==> src/rtl/tnq_pkg.sv <==
package tnq_pkg;

    localparam logic CMD_SCHEDULE  = 1'b0;
    localparam logic CMD_POLL      = 1'b1;
    localparam logic KIND_NOTE_ON  = 1'b0;
    localparam logic KIND_NOTE_OFF = 1'b1;

    // stored event: {time, velocity, note, channel, kind}
    localparam int EV_KIND_LSB   = 0;
    localparam int EV_CHAN_LSB   = 1;
    localparam int EV_NOTE_LSB   = 5;
    localparam int EV_VEL_LSB    = 12;
    localparam int EV_META_BITS  = 19;

    typedef enum logic [2:0] {
        S_IDLE,
        S_START,
        S_SHIFT,
        S_PLACE,
        S_POP,
        S_DONE
    } t_state;

    typedef struct packed {
        logic        command;
        logic        event_kind;
        logic [3:0]  channel;
        logic [6:0]  note;
        logic [6:0]  velocity;
        logic [31:0] when;
        logic [31:0] current_time;
    } t_request;

    typedef struct packed {
        logic        due_valid;
        logic        out_kind;
        logic [3:0]  out_channel;
        logic [6:0]  out_note;
        logic [6:0]  out_velocity;
        logic [31:0] out_time;
        logic [6:0]  pending_count;
        logic        dropped;
        logic [31:0] sent_total;
        logic [31:0] scheduled_total;
    } t_result;

    typedef struct packed {
        logic busy;
        logic res_valid;
    } t_seq_status;

endpackage

==> src/rtl/timed_note_event_queue.sv <==
// Timed note event queue: note-on/note-off events kept in send-time order.
// Request channel: i_valid / o_stall with i_command and the event fields.
//   A schedule request inserts an event behind all queued events of equal or
//   earlier time; when QUEUE_DEPTH events wait, it is dropped and flagged.
//   A poll request returns the earliest event if its time is at or before
//   i_current_time, removing it from the queue.
// Result channel: o_valid / i_stall, one result per request, carrying the
//   pending count and the running sent and scheduled totals.
// Events sit in one RAM used as a ring; the head pointer makes removal a
// single read. An insert steps back from the tail, one entry per cycle,
// moving each later event up one slot through the RAM's read and write port.
// Poll: S_START reads the head and S_POP takes it if due; an empty queue skips S_POP.
// Schedule: an empty or full queue finishes in S_START; otherwise S_SHIFT moves each
// queued event with a later time up one slot, then the new event is written.
// One request is in flight at a time; o_stall is high while it is worked on.
// The next request is taken the cycle after a result loads.
// A finished result sits in the output register, so a new request is taken
// while the receiver stalls; the next result waits until that slot frees.
// Reset empties the queue and clears both totals; RAM contents are not
// cleared since only occupied slots are ever read.
module timed_note_event_queue import tnq_pkg::*; #(
    parameter int QUEUE_DEPTH = 64,
    parameter int TIME_BITS   = 32
) (
    input  logic        i_clk,
    input  logic        i_rst_n,
    input  logic        i_valid,
    output logic        o_stall,
    input  logic        i_command,
    input  logic        i_event_kind,
    input  logic [3:0]  i_channel,
    input  logic [6:0]  i_note,
    input  logic [6:0]  i_velocity,
    input  logic [31:0] i_when,
    input  logic [31:0] i_current_time,
    output logic        o_valid,
    input  logic        i_stall,
    output logic        o_due_valid,
    output logic        o_out_kind,
    output logic [3:0]  o_out_channel,
    output logic [6:0]  o_out_note,
    output logic [6:0]  o_out_velocity,
    output logic [31:0] o_out_time,
    output logic [6:0]  o_pending_count,
    output logic        o_dropped,
    output logic [31:0] o_sent_total,
    output logic [31:0] o_scheduled_total
);

    t_request    req;
    t_seq_status seq_status;
    t_result     seq_res;
    logic        start;
    logic        take;
    logic        r_o_valid;
    t_result     r_res;

    assign req.command      = i_command;
    assign req.event_kind   = i_event_kind;
    assign req.channel      = i_channel;
    assign req.note         = i_note;
    assign req.velocity     = i_velocity;
    assign req.when         = i_when;
    assign req.current_time = i_current_time;

    assign o_stall = seq_status.busy;
    assign start   = i_valid & ~seq_status.busy;
    assign take    = seq_status.res_valid & (~r_o_valid | ~i_stall);

    tnq_seq #(
        .QUEUE_DEPTH (QUEUE_DEPTH),
        .TIME_BITS   (TIME_BITS)
    ) u_seq (
        .i_clk    (i_clk),
        .i_rst_n  (i_rst_n),
        .i_start  (start),
        .i_req    (req),
        .i_take   (take),
        .o_status (seq_status),
        .o_res    (seq_res)
    );

    always_ff @(posedge i_clk) begin
        if (!i_rst_n) begin
            r_o_valid <= 1'b0;
        end else if (take) begin
            r_o_valid <= 1'b1;
        end else if (!i_stall) begin
            r_o_valid <= 1'b0;
        end
    end

    always_ff @(posedge i_clk) begin
        if (take) begin
            r_res <= seq_res;
        end
    end

    assign o_valid           = r_o_valid;
    assign o_due_valid       = r_res.due_valid;
    assign o_out_kind        = r_res.out_kind;
    assign o_out_channel     = r_res.out_channel;
    assign o_out_note        = r_res.out_note;
    assign o_out_velocity    = r_res.out_velocity;
    assign o_out_time        = r_res.out_time;
    assign o_pending_count   = r_res.pending_count;
    assign o_dropped         = r_res.dropped;
    assign o_sent_total      = r_res.sent_total;
    assign o_scheduled_total = r_res.scheduled_total;

endmodule

==> src/rtl/tnq_ram.sv <==
module tnq_ram #(
    parameter int WIDTH = 51,
    parameter int DEPTH = 64
) (
    input  logic                     i_clk,
    input  logic                     i_we,
    input  logic [$clog2(DEPTH)-1:0] i_waddr,
    input  logic [WIDTH-1:0]         i_wdata,
    input  logic [$clog2(DEPTH)-1:0] i_raddr,
    output logic [WIDTH-1:0]         o_rdata
);

    logic [WIDTH-1:0] r_mem [DEPTH];
    logic [WIDTH-1:0] r_rdata;

    always_ff @(posedge i_clk) begin
        if (i_we) begin
            r_mem[i_waddr] <= i_wdata;
        end
        r_rdata <= r_mem[i_raddr];
    end

    assign o_rdata = r_rdata;

endmodule

==> src/rtl/tnq_seq.sv <==
module tnq_seq import tnq_pkg::*; #(
    parameter int QUEUE_DEPTH = 64,
    parameter int TIME_BITS   = 32
) (
    input  logic        i_clk,
    input  logic        i_rst_n,
    input  logic        i_start,
    input  t_request    i_req,
    input  logic        i_take,
    output t_seq_status o_status,
    output t_result     o_res
);

    localparam int AW = $clog2(QUEUE_DEPTH);
    localparam int CW = $clog2(QUEUE_DEPTH + 1);
    localparam int EW = TIME_BITS + EV_META_BITS;
    localparam logic [CW:0]   DEPTH_W   = (CW+1)'(QUEUE_DEPTH);
    localparam logic [CW-1:0] DEPTH_C   = CW'(QUEUE_DEPTH);
    localparam logic [AW-1:0] LAST_SLOT = AW'(QUEUE_DEPTH - 1);

    function automatic logic [AW-1:0] ptr_inc(input logic [AW-1:0] p);
        ptr_inc = (p == LAST_SLOT) ? '0 : p + AW'(1);
    endfunction

    function automatic logic [AW-1:0] ptr_dec(input logic [AW-1:0] p);
        ptr_dec = (p == '0) ? LAST_SLOT : p - AW'(1);
    endfunction

    t_state          r_state, n_state;
    t_request        r_req;
    logic [AW-1:0]   r_head, n_head;
    logic [CW-1:0]   r_fill, n_fill;
    logic [AW-1:0]   r_wr, n_wr;
    logic [AW-1:0]   r_rd, n_rd;
    logic [CW-1:0]   r_cnt, n_cnt;
    logic [31:0]     r_sent, n_sent;
    logic [31:0]     r_sched, n_sched;
    logic            r_due, n_due;
    logic            r_drop, n_drop;
    logic [EW-1:0]   r_got, n_got;

    logic            ram_we;
    logic [AW-1:0]   ram_waddr;
    logic [EW-1:0]   ram_wdata;
    logic [AW-1:0]   ram_raddr;
    logic [EW-1:0]   ram_rdata;

    logic [EW-1:0]        new_ev;
    logic [TIME_BITS-1:0] new_time;
    logic [TIME_BITS-1:0] rd_time;
    logic [TIME_BITS-1:0] now;
    logic [CW:0]          tail_sum;
    logic [AW-1:0]        tail;

    tnq_ram #(
        .WIDTH (EW),
        .DEPTH (QUEUE_DEPTH)
    ) u_ram (
        .i_clk   (i_clk),
        .i_we    (ram_we),
        .i_waddr (ram_waddr),
        .i_wdata (ram_wdata),
        .i_raddr (ram_raddr),
        .o_rdata (ram_rdata)
    );

    assign new_time = TIME_BITS'(r_req.when);
    assign now      = TIME_BITS'(r_req.current_time);
    assign new_ev   = {new_time,
                       (r_req.event_kind == KIND_NOTE_OFF) ? 7'd0 : r_req.velocity,
                       r_req.note, r_req.channel, r_req.event_kind};
    assign rd_time  = ram_rdata[EW-1:EV_META_BITS];

    // slot just past the last (latest-time) entry
    assign tail_sum = (CW+1)'(r_head) + (CW+1)'(r_fill);
    assign tail     = (tail_sum >= DEPTH_W) ? AW'(tail_sum - DEPTH_W) : AW'(tail_sum);

    always_ff @(posedge i_clk) begin
        if (!i_rst_n) begin
            r_state <= S_IDLE;
            r_head  <= '0;
            r_fill  <= '0;
            r_sent  <= '0;
            r_sched <= '0;
        end else begin
            r_state <= n_state;
            r_head  <= n_head;
            r_fill  <= n_fill;
            r_sent  <= n_sent;
            r_sched <= n_sched;
        end
    end

    always_ff @(posedge i_clk) begin
        if (i_start) begin
            r_req <= i_req;
        end
        r_wr   <= n_wr;
        r_rd   <= n_rd;
        r_cnt  <= n_cnt;
        r_due  <= n_due;
        r_drop <= n_drop;
        r_got  <= n_got;
    end

    always_comb begin
        n_state   = r_state;
        n_head    = r_head;
        n_fill    = r_fill;
        n_wr      = r_wr;
        n_rd      = r_rd;
        n_cnt     = r_cnt;
        n_sent    = r_sent;
        n_sched   = r_sched;
        n_due     = r_due;
        n_drop    = r_drop;
        n_got     = r_got;
        ram_we    = 1'b0;
        ram_waddr = r_wr;
        ram_wdata = new_ev;
        ram_raddr = r_rd;

        case (r_state)
            S_IDLE: begin
                if (i_start) begin
                    n_state = S_START;
                end
            end
            S_START: begin
                n_due  = 1'b0;
                n_drop = 1'b0;
                n_got  = '0;
                if (r_req.command == CMD_SCHEDULE) begin
                    if (r_fill == DEPTH_C) begin
                        n_drop  = 1'b1;
                        n_state = S_DONE;
                    end else if (r_fill == '0) begin
                        ram_we    = 1'b1;
                        ram_waddr = tail;
                        n_fill    = r_fill + CW'(1);
                        n_sched   = r_sched + 32'd1;
                        n_state   = S_DONE;
                    end else begin
                        // walk back from the tail, moving later events up one slot
                        ram_raddr = ptr_dec(tail);
                        n_rd      = ptr_dec(tail);
                        n_wr      = tail;
                        n_cnt     = r_fill;
                        n_state   = S_SHIFT;
                    end
                end else begin
                    if (r_fill == '0) begin
                        n_state = S_DONE;
                    end else begin
                        ram_raddr = r_head;
                        n_state   = S_POP;
                    end
                end
            end
            S_SHIFT: begin
                if (rd_time > new_time) begin
                    ram_we    = 1'b1;
                    ram_waddr = r_wr;
                    ram_wdata = ram_rdata;
                    n_wr      = r_rd;
                    n_cnt     = r_cnt - CW'(1);
                    if (r_cnt == CW'(1)) begin
                        n_state = S_PLACE;
                    end else begin
                        ram_raddr = ptr_dec(r_rd);
                        n_rd      = ptr_dec(r_rd);
                    end
                end else begin
                    // equal times stop here, so the new event lands behind them
                    ram_we    = 1'b1;
                    ram_waddr = r_wr;
                    n_fill    = r_fill + CW'(1);
                    n_sched   = r_sched + 32'd1;
                    n_state   = S_DONE;
                end
            end
            S_PLACE: begin
                ram_we    = 1'b1;
                ram_waddr = r_wr;
                n_fill    = r_fill + CW'(1);
                n_sched   = r_sched + 32'd1;
                n_state   = S_DONE;
            end
            S_POP: begin
                if (rd_time <= now) begin
                    n_got  = ram_rdata;
                    n_due  = 1'b1;
                    n_head = ptr_inc(r_head);
                    n_fill = r_fill - CW'(1);
                    n_sent = r_sent + 32'd1;
                end
                n_state = S_DONE;
            end
            S_DONE: begin
                if (i_take) begin
                    n_state = S_IDLE;
                end
            end
            default: begin
                n_state = S_IDLE;
            end
        endcase
    end

    assign o_status.busy      = (r_state != S_IDLE);
    assign o_status.res_valid = (r_state == S_DONE);

    assign o_res.due_valid       = r_due;
    assign o_res.out_kind        = r_got[EV_KIND_LSB];
    assign o_res.out_channel     = r_got[EV_CHAN_LSB +: 4];
    assign o_res.out_note        = r_got[EV_NOTE_LSB +: 7];
    assign o_res.out_velocity    = r_got[EV_VEL_LSB +: 7];
    assign o_res.out_time        = 32'(r_got[EW-1:EV_META_BITS]);
    assign o_res.pending_count   = 7'(r_fill);
    assign o_res.dropped         = r_drop;
    assign o_res.sent_total      = r_sent;
    assign o_res.scheduled_total = r_sched;

endmodule

==> config.mk <==
export PLATFORM = sky130hd
export DESIGN_NAME = timed_note_event_queue
export DESIGN_NICKNAME = d
export VERILOG_FILES = /design/src/rtl/tnq_pkg.sv /design/src/rtl/timed_note_event_queue.sv /design/src/rtl/tnq_ram.sv /design/src/rtl/tnq_seq.sv
export SDC_FILE = /design/constraint.sdc
export NUM_CORES = 2
export LEC_CHECK = 0
export ABC_CLOCK_PERIOD_IN_PS = 8300
export BUFFER_PORTS_ARGS = -buffer_cell sky130_fd_sc_hd__clkbuf_2
export CORE_MARGIN = 8
export CORE_UTILIZATION = 40
export CTS_BUF_LIST = sky130_fd_sc_hd__clkbuf_4
export DETAILED_ROUTE_END_ITERATION = 8
export GPL_ROUTABILITY_DRIVEN = 0
export HOLD_SLACK_MARGIN = 0.06
export PLACE_DENSITY_LB_ADDON = 0.1
export SYNTH_ARGS = -nofsm -noshare
export SYNTH_HDL_FRONTEND = slang
export SYNTH_SLANG_ARGS = --single-unit
==> constraint.sdc <==
create_clock -name i_clk -period 8.3 [get_ports i_clk]
set_input_delay 0.415 -clock i_clk [delete_from_list [all_inputs] [get_ports i_clk]]
set_output_delay 0.415 -clock i_clk [all_outputs]
set_load 0.05 [all_outputs]
# After elaboration in Yosys (flattened, before gate mapping)
# Memories as Yosys holds them, arrays and structs flattened. A register that Yosys moved wholly into a read port is not among the register bits.
# Index checks and enable logic that the tools add are counted.
dict set report word_totals {
  n_memories 1
  input_bits 88
  elab_cells 149
  output_inout_bits 126
  ramBits 3264
  regBits 361
}
# name words width rd rd_ports_with_merged_regs write_ports line_no
set mem_list {}
lappend mem_list {u_seq.u_ram.r_mem 64 51 1 1 1 tnq_ram.sv:13} ;# logic [WIDTH-1:0] r_mem [DEPTH];
dict set report op_classes {
  add_sub_neg 10
  bitwise_logic 6
  n_reduce_logical 18
  eq_ne 19
  magnitude_cmp 3
  muxes 63
}
# op count
set op_table {}
lappend op_table {{2-to-1 mux 51 bit} 3}
lappend op_table {{2-to-1 mux 32 bit} 4}
lappend op_table {{2-to-1 mux 6 bit} 19}
lappend op_table {{case mux 51 bit (2 select lines)} 1}
lappend op_table {{case mux 32 bit (3 select lines)} 1}
lappend op_table {{2-to-1 mux 7 bit} 10}
lappend op_table {{adder 32 x 1 -> 32 bit (second input constant)} 2}
lappend op_table {{case mux 6 bit (2 select lines)} 3}
lappend op_table {{> comparator 32 bit} 1}
lappend op_table {{<= comparator 32 bit} 1}
lappend op_table {{case mux 7 bit (4 select lines)} 1}
lappend op_table {{2-to-1 mux 3 bit} 7}
lappend op_table {{subtractor 6 x 1 -> 6 bit (second input constant)} 3}
lappend op_table {{case mux 3 bit (5 select lines)} 1}
lappend op_table {{case mux 7 bit (2 select lines)} 1}
lappend op_table {{subtractor 7 x 1 -> 7 bit (second input constant)} 2}
lappend op_table {{logical NOT 6 bit} 2}
lappend op_table {{2-to-1 mux 1 bit} 10}
lappend op_table {{!= test 2 x 1 -> 1 bit (second input constant)} 5}
lappend op_table {{!= test 2 bit (second input constant)} 5}
lappend op_table {{AND reduction 5 bit} 2}
lappend op_table {{adder 6 x 7 -> 8 bit} 1}
lappend op_table {{>= comparator 8 x 7 -> 1 bit (second input constant)} 1}
lappend op_table {{adder 7 x 1 -> 7 bit (second input constant)} 1}
lappend op_table {{21 further kinds} 32}

# Depth between registers and ports, before layout
dict set report logic_depth {
  depth_word 9
  mapped_depth 17
  ltp_nobuf 14
}

# Modules after synthesis
# Synthesis repeated with hierarchy kept, for this count alone.
dict set report hier_totals {
  cells_unflattened 6553
  area_unflattened_um2 140932.7
}
# mod seq_area_each_um2 n_inst cells_per_inst area_per_inst_um2
set modules_own_cells {}
lappend modules_own_cells {tnq_ram 99035.0 1 5186 124658.3}
lappend modules_own_cells {tnq_seq 6286.0 1 1238 12505.7}
lappend modules_own_cells {timed_note_event_queue 3743.6 1 129 3768.6}

# Least setup slack after synthesis
# Ideal clock, no wire load.
dict set report synth_path {
  path_kind {reg2reg}
  from {reg u_seq.r_state[2]}
  to {reg r_res, in the netlist o_dropped, enable pin}
  t_arrival_ps 6854
  required_ps 7652
  setup_time_ps 648
  path_stages_with_launch 5
  slack_ps 799
  cell_sequence {dfxtp_1 buf_2 clkbuf_1 nand3_1 a21oi_1}
}
dict set report synth_via {
  elab_chain_cells 2
}
# element line_no
set synth_lines {}
lappend synth_lines {{from (decl)} tnq_seq.sv:29} ;# t_state r_state, n_state;
lappend synth_lines {{from (signal assigned)} tnq_seq.sv:86} ;# r_state <= n_state;
lappend synth_lines {{== test 3 bit} tnq_seq.sv:211} ;# assign o_status.res_valid = (r_state == S_DONE);
lappend synth_lines {{AND 1 bit} timed_note_event_queue.sv:68} ;# assign take = seq_status.res_valid & (~r_o_valid | ~i_stall);
lappend synth_lines {{net take} timed_note_event_queue.sv:54} ;# logic take;
lappend synth_lines {{to (signal assigned)} timed_note_event_queue.sv:95} ;# r_res <= seq_res;
lappend synth_lines {{to (decl)} timed_note_event_queue.sv:56} ;# t_result r_res;
# The timed path passes the listed nets, and every way through them passes these cells.
# A chain may end at the register's enable or synchronous reset.

# Final worst setup path
dict set report layout_path {
  from {reg u_seq.u_ram.r_rdata[19], in the netlist u_seq.u_ram.o_rdata[19], read port of u_seq.u_ram.r_mem}
  to {reg u_seq.u_ram.r_rdata[38], in the netlist u_seq.u_ram.o_rdata[38], read port of u_seq.u_ram.r_mem}
}
dict set report layout_via {
  elab_chain_cells 3
}
# element line_no
set layout_lines {}
lappend layout_lines {{from (decl)} tnq_ram.sv:14} ;# logic [WIDTH-1:0] r_rdata;
lappend layout_lines {{> comparator 32 bit} tnq_seq.sv:161} ;# if (rd_time > new_time) begin
lappend layout_lines {{2-to-1 mux 6 bit} --}
lappend layout_lines {{case mux 6 bit (2 select lines)} tnq_seq.sv:123} ;# case (r_state)
# No other way between the ends.

==> reports/metrics.yaml <==
min_delay_path_depth: 0
synth_top_area_share_pct: 73.89
synth_seq_area_share_pct: 75.72
numCtsBuffers: 940
filler_cell_count: 31560
postRouteAntennaNets: 0
final-setup-viol-count: 0
first_pass_iters: 6
synth_area_leaders: "edfxtp_1 74%, nand2_1 5.7%, mux2i_1 3.0%"
grt_remaining_overflow: 0
rows: 220
yosysWarnings: 0
path_clk_slew_ps: 60
post_cts_buffers: 0
cts_tree: "done"
reg2reg_to: "u_seq.u_ram.o_rdata[38]"
cts_resized: 0
arrival_ps: 8410
root_buffer: "clkbuf_4"
async_flop_share_pct: 0
synth.distinct_cells: 72
cts_buffer_depth: 4
hold_path.class: "reg2reg"
drc_errors: 0
synthToLayoutAreaGrowth_pct: 16.58
peakVddDrop_uv: 513.3
max_freq_mhz: 138.9
grt_pass1_wl_um: 696800
status: "finished clean"
rsz0062_at_grt: "no"
hpwlAfterDp_um: 258100
clock_latency_ps: 1630
skew_ps: 156.8
synth_top_cell_by_area: "edfxtp_1"
worst_slew_pin_slew_ps: 1360
grt_max_degree: 151
synthCells: 9715
hold_viol: 0
timing.final.crit_share_pct: 86.74
track_usage_pct: 25.52
dp.cells: 14380
detail_route.wl_per_cell_um: 30.81
multiInputGateArea_mm2: 0.03271
die_height_um: 616.1
fin_setup_tns_ps: 0
synthFlopType: "edfxtp_1"
finalWirelength_um: 504100
syn_nets: 9887
grt_pass1_vias: 91510
fin_crit_ps: 7199
critical_path_class: "reg2reg"
start_util_pct: 40.16
io_pins: 214
slew_headroom_pct: 9.328
regToRegSetupSlack_ps: 1100
p_leak_nw: 58.79
worst-r2r-cell-count: 14
post-synth-top-count-cell: "edfxtp_1"
synth-edff-count: 3544
p_per_area_mw_per_mm2: 418.3
report.final.slew_viol_count: 0
syn_area_mm2: 0.1440
setup.worst_path.end: "u_seq.u_ram.o_rdata[38]"
cts.sinks: 3676
die_area_mm2: 0.3795
viasPerCell: 5.801
crit_path_start: "u_seq.u_ram.o_rdata[19]"
cp.required_ps: 9510
cp_max_fo: 80
htreeDepth: 6
ys_ff_latch: 3676
antenna_found_initial: 29
cp-start-kind: "flop"
core_mm2: 0.3587
end_kind: "flop"
first_iter_violations: 11000
fin_cells: 16360
postSynthAreaPerCell_um2: 14.83
regArea_mm2: 0.1091
die_x_um: 616.1
drive_gt1_share_pct: 19.20
r2r-start: "u_seq.u_ram.o_rdata[19]"
port_buffers: 213
synth_common_cells: "3544 x edfxtp_1, 2206 x nand2_1, 486 x and3_1, 449 x a21oi_1, 426 x mux2i_1"
ctsHoldBuffers: 260
final_nets: 10980
vias: 94890
maxCapViolCount: 0
[per-layer routing]
layer	vias up	wire [um]	global-route usage, %	share of wire, %
met5	-	175	0	0.035
met1	48980	213700	36.07	42
met3	792	45510	5.143	9.0
li1	40420	-	-	-
met2	4679	230600	39.93	46
met4	26	14020	7.775	2.8
[logic make-up after synthesis]
| group | after synthesis | share of synthesized area (%) |
|---|---|---|
| flops | 3676 | 75.72 |
| simple gates | 3070 | 9.316 |
| compound gates | 1629 | 8.511 |
| buf+inv | 752 | 2.268 |
| mux | 427 | 2.970 |
| fa+ha+maj | 84 | 0.7401 |
| xor+xnor | 77 | 0.4734 |
[cells in the final DEF (no fill, tap or decap), drive strengths merged, types with 11 or more instances in the layout]
master | Yosys | final
inv | 84 | 116
bufinv | 0 | 11
a221oi | 408 | 408
and3 | 486 | 486
a21o | 27 | 27
ha | 82 | 82
o21ai | 70 | 70
and2 | 64 | 64
o41ai | 204 | 204
nor2 | 109 | 109
nor2b | 18 | 18
clkinv | 0 | 208
xnor2 | 58 | 58
dfxtp | 132 | 132
a311oi | 412 | 412
nand2 | 2207 | 2207
a21oi | 449 | 449
edfxtp | 3544 | 3544
nand2b | 14 | 14
clkbuf | 391 | 1665
mux2i | 427 | 427
xor2 | 19 | 19
nand3 | 36 | 36
nand3b | 11 | 11
nand4 | 89 | 89
dlygate4sd3 | 0 | 260
buf | 277 | 350
[worst max-delay path: stages, from the launching register on]
cell and delay [ps]:
dfxtp_1 300, inv_1 620, ha_1 220, nand4_1 120, nor4_2 700, nand2_1 230
o21a_1 270, nor3_1 400, a311o_2 1070, buf_12 480, buf_4 680, mux2i_1 290
a221oi_1 110, o41ai_1 410, nand4_1 710
[layout make-up]
cell class	count	area share (%)
diodes	9	0.01341
repair buffers	823	4.420
inverters	84	0.1878
multi-input cells	5287	19.48
clock buffers	1452	6.492
flip-flops and latches	3676	64.96
clock inverters	255	0.8957
well taps	4773	3.557
[stage by stage]
step                cell area [um2]  power (W)  hold slack, ps  worst slack, ps  utilization [%]
floorplan                    144000    0.04268           400.3            798.8                -
global placement             152900    0.05411           400.9             1093            42.62
detailed placement           152900    0.05436           404.5             1219            42.62
CTS                          167900    0.07041           319.2             1141            46.81
global route                 167900    0.07358           391.5            861.3            46.81
finish                       167900    0.07023           407.0             1101            46.82
[state kept, by name, indices dropped and copies added (netlist names), 8 cells and up]
| signal | flops |
|---|---|
| u_seq.u_ram.r_mem | 3264 |
| u_seq.r_got | 51 |
| u_seq.u_ram.o_rdata | 51 |
| o_out_time | 32 |
| o_scheduled_total | 32 |
| o_sent_total | 32 |
| u_seq.new_time | 32 |
| u_seq.now | 32 |
| u_seq.r_sched | 32 |
| u_seq.r_sent | 32 |
| u_seq.new_ev | 12 |
| u_seq.r_req | 8 |
[worst min path at each step]
stage                     from        endpoint  slack, ps
3_3_place_gp   u_seq.r_got[37]  o_out_time[18]        400
5_1_grt                i_stall  o_out_time[27]        390
3_5_place_dp   u_seq.r_got[32]  o_out_time[13]        400
6_report       u_seq.r_got[45]  o_out_time[26]        410
2_1_floorplan     u_seq.r_drop       o_dropped        400
4_1_cts                i_stall  o_out_time[22]        320
[where the power goes]
part | leakage [nW] | internal, W | switching [W]
clock network | 7.40 | 0.00830 | 0.00757
registers | 33.1 | 0.0229 | 0.000557
logic | 18.3 | 0.00871 | 0.0222
(Power assumes the default switching activity.)
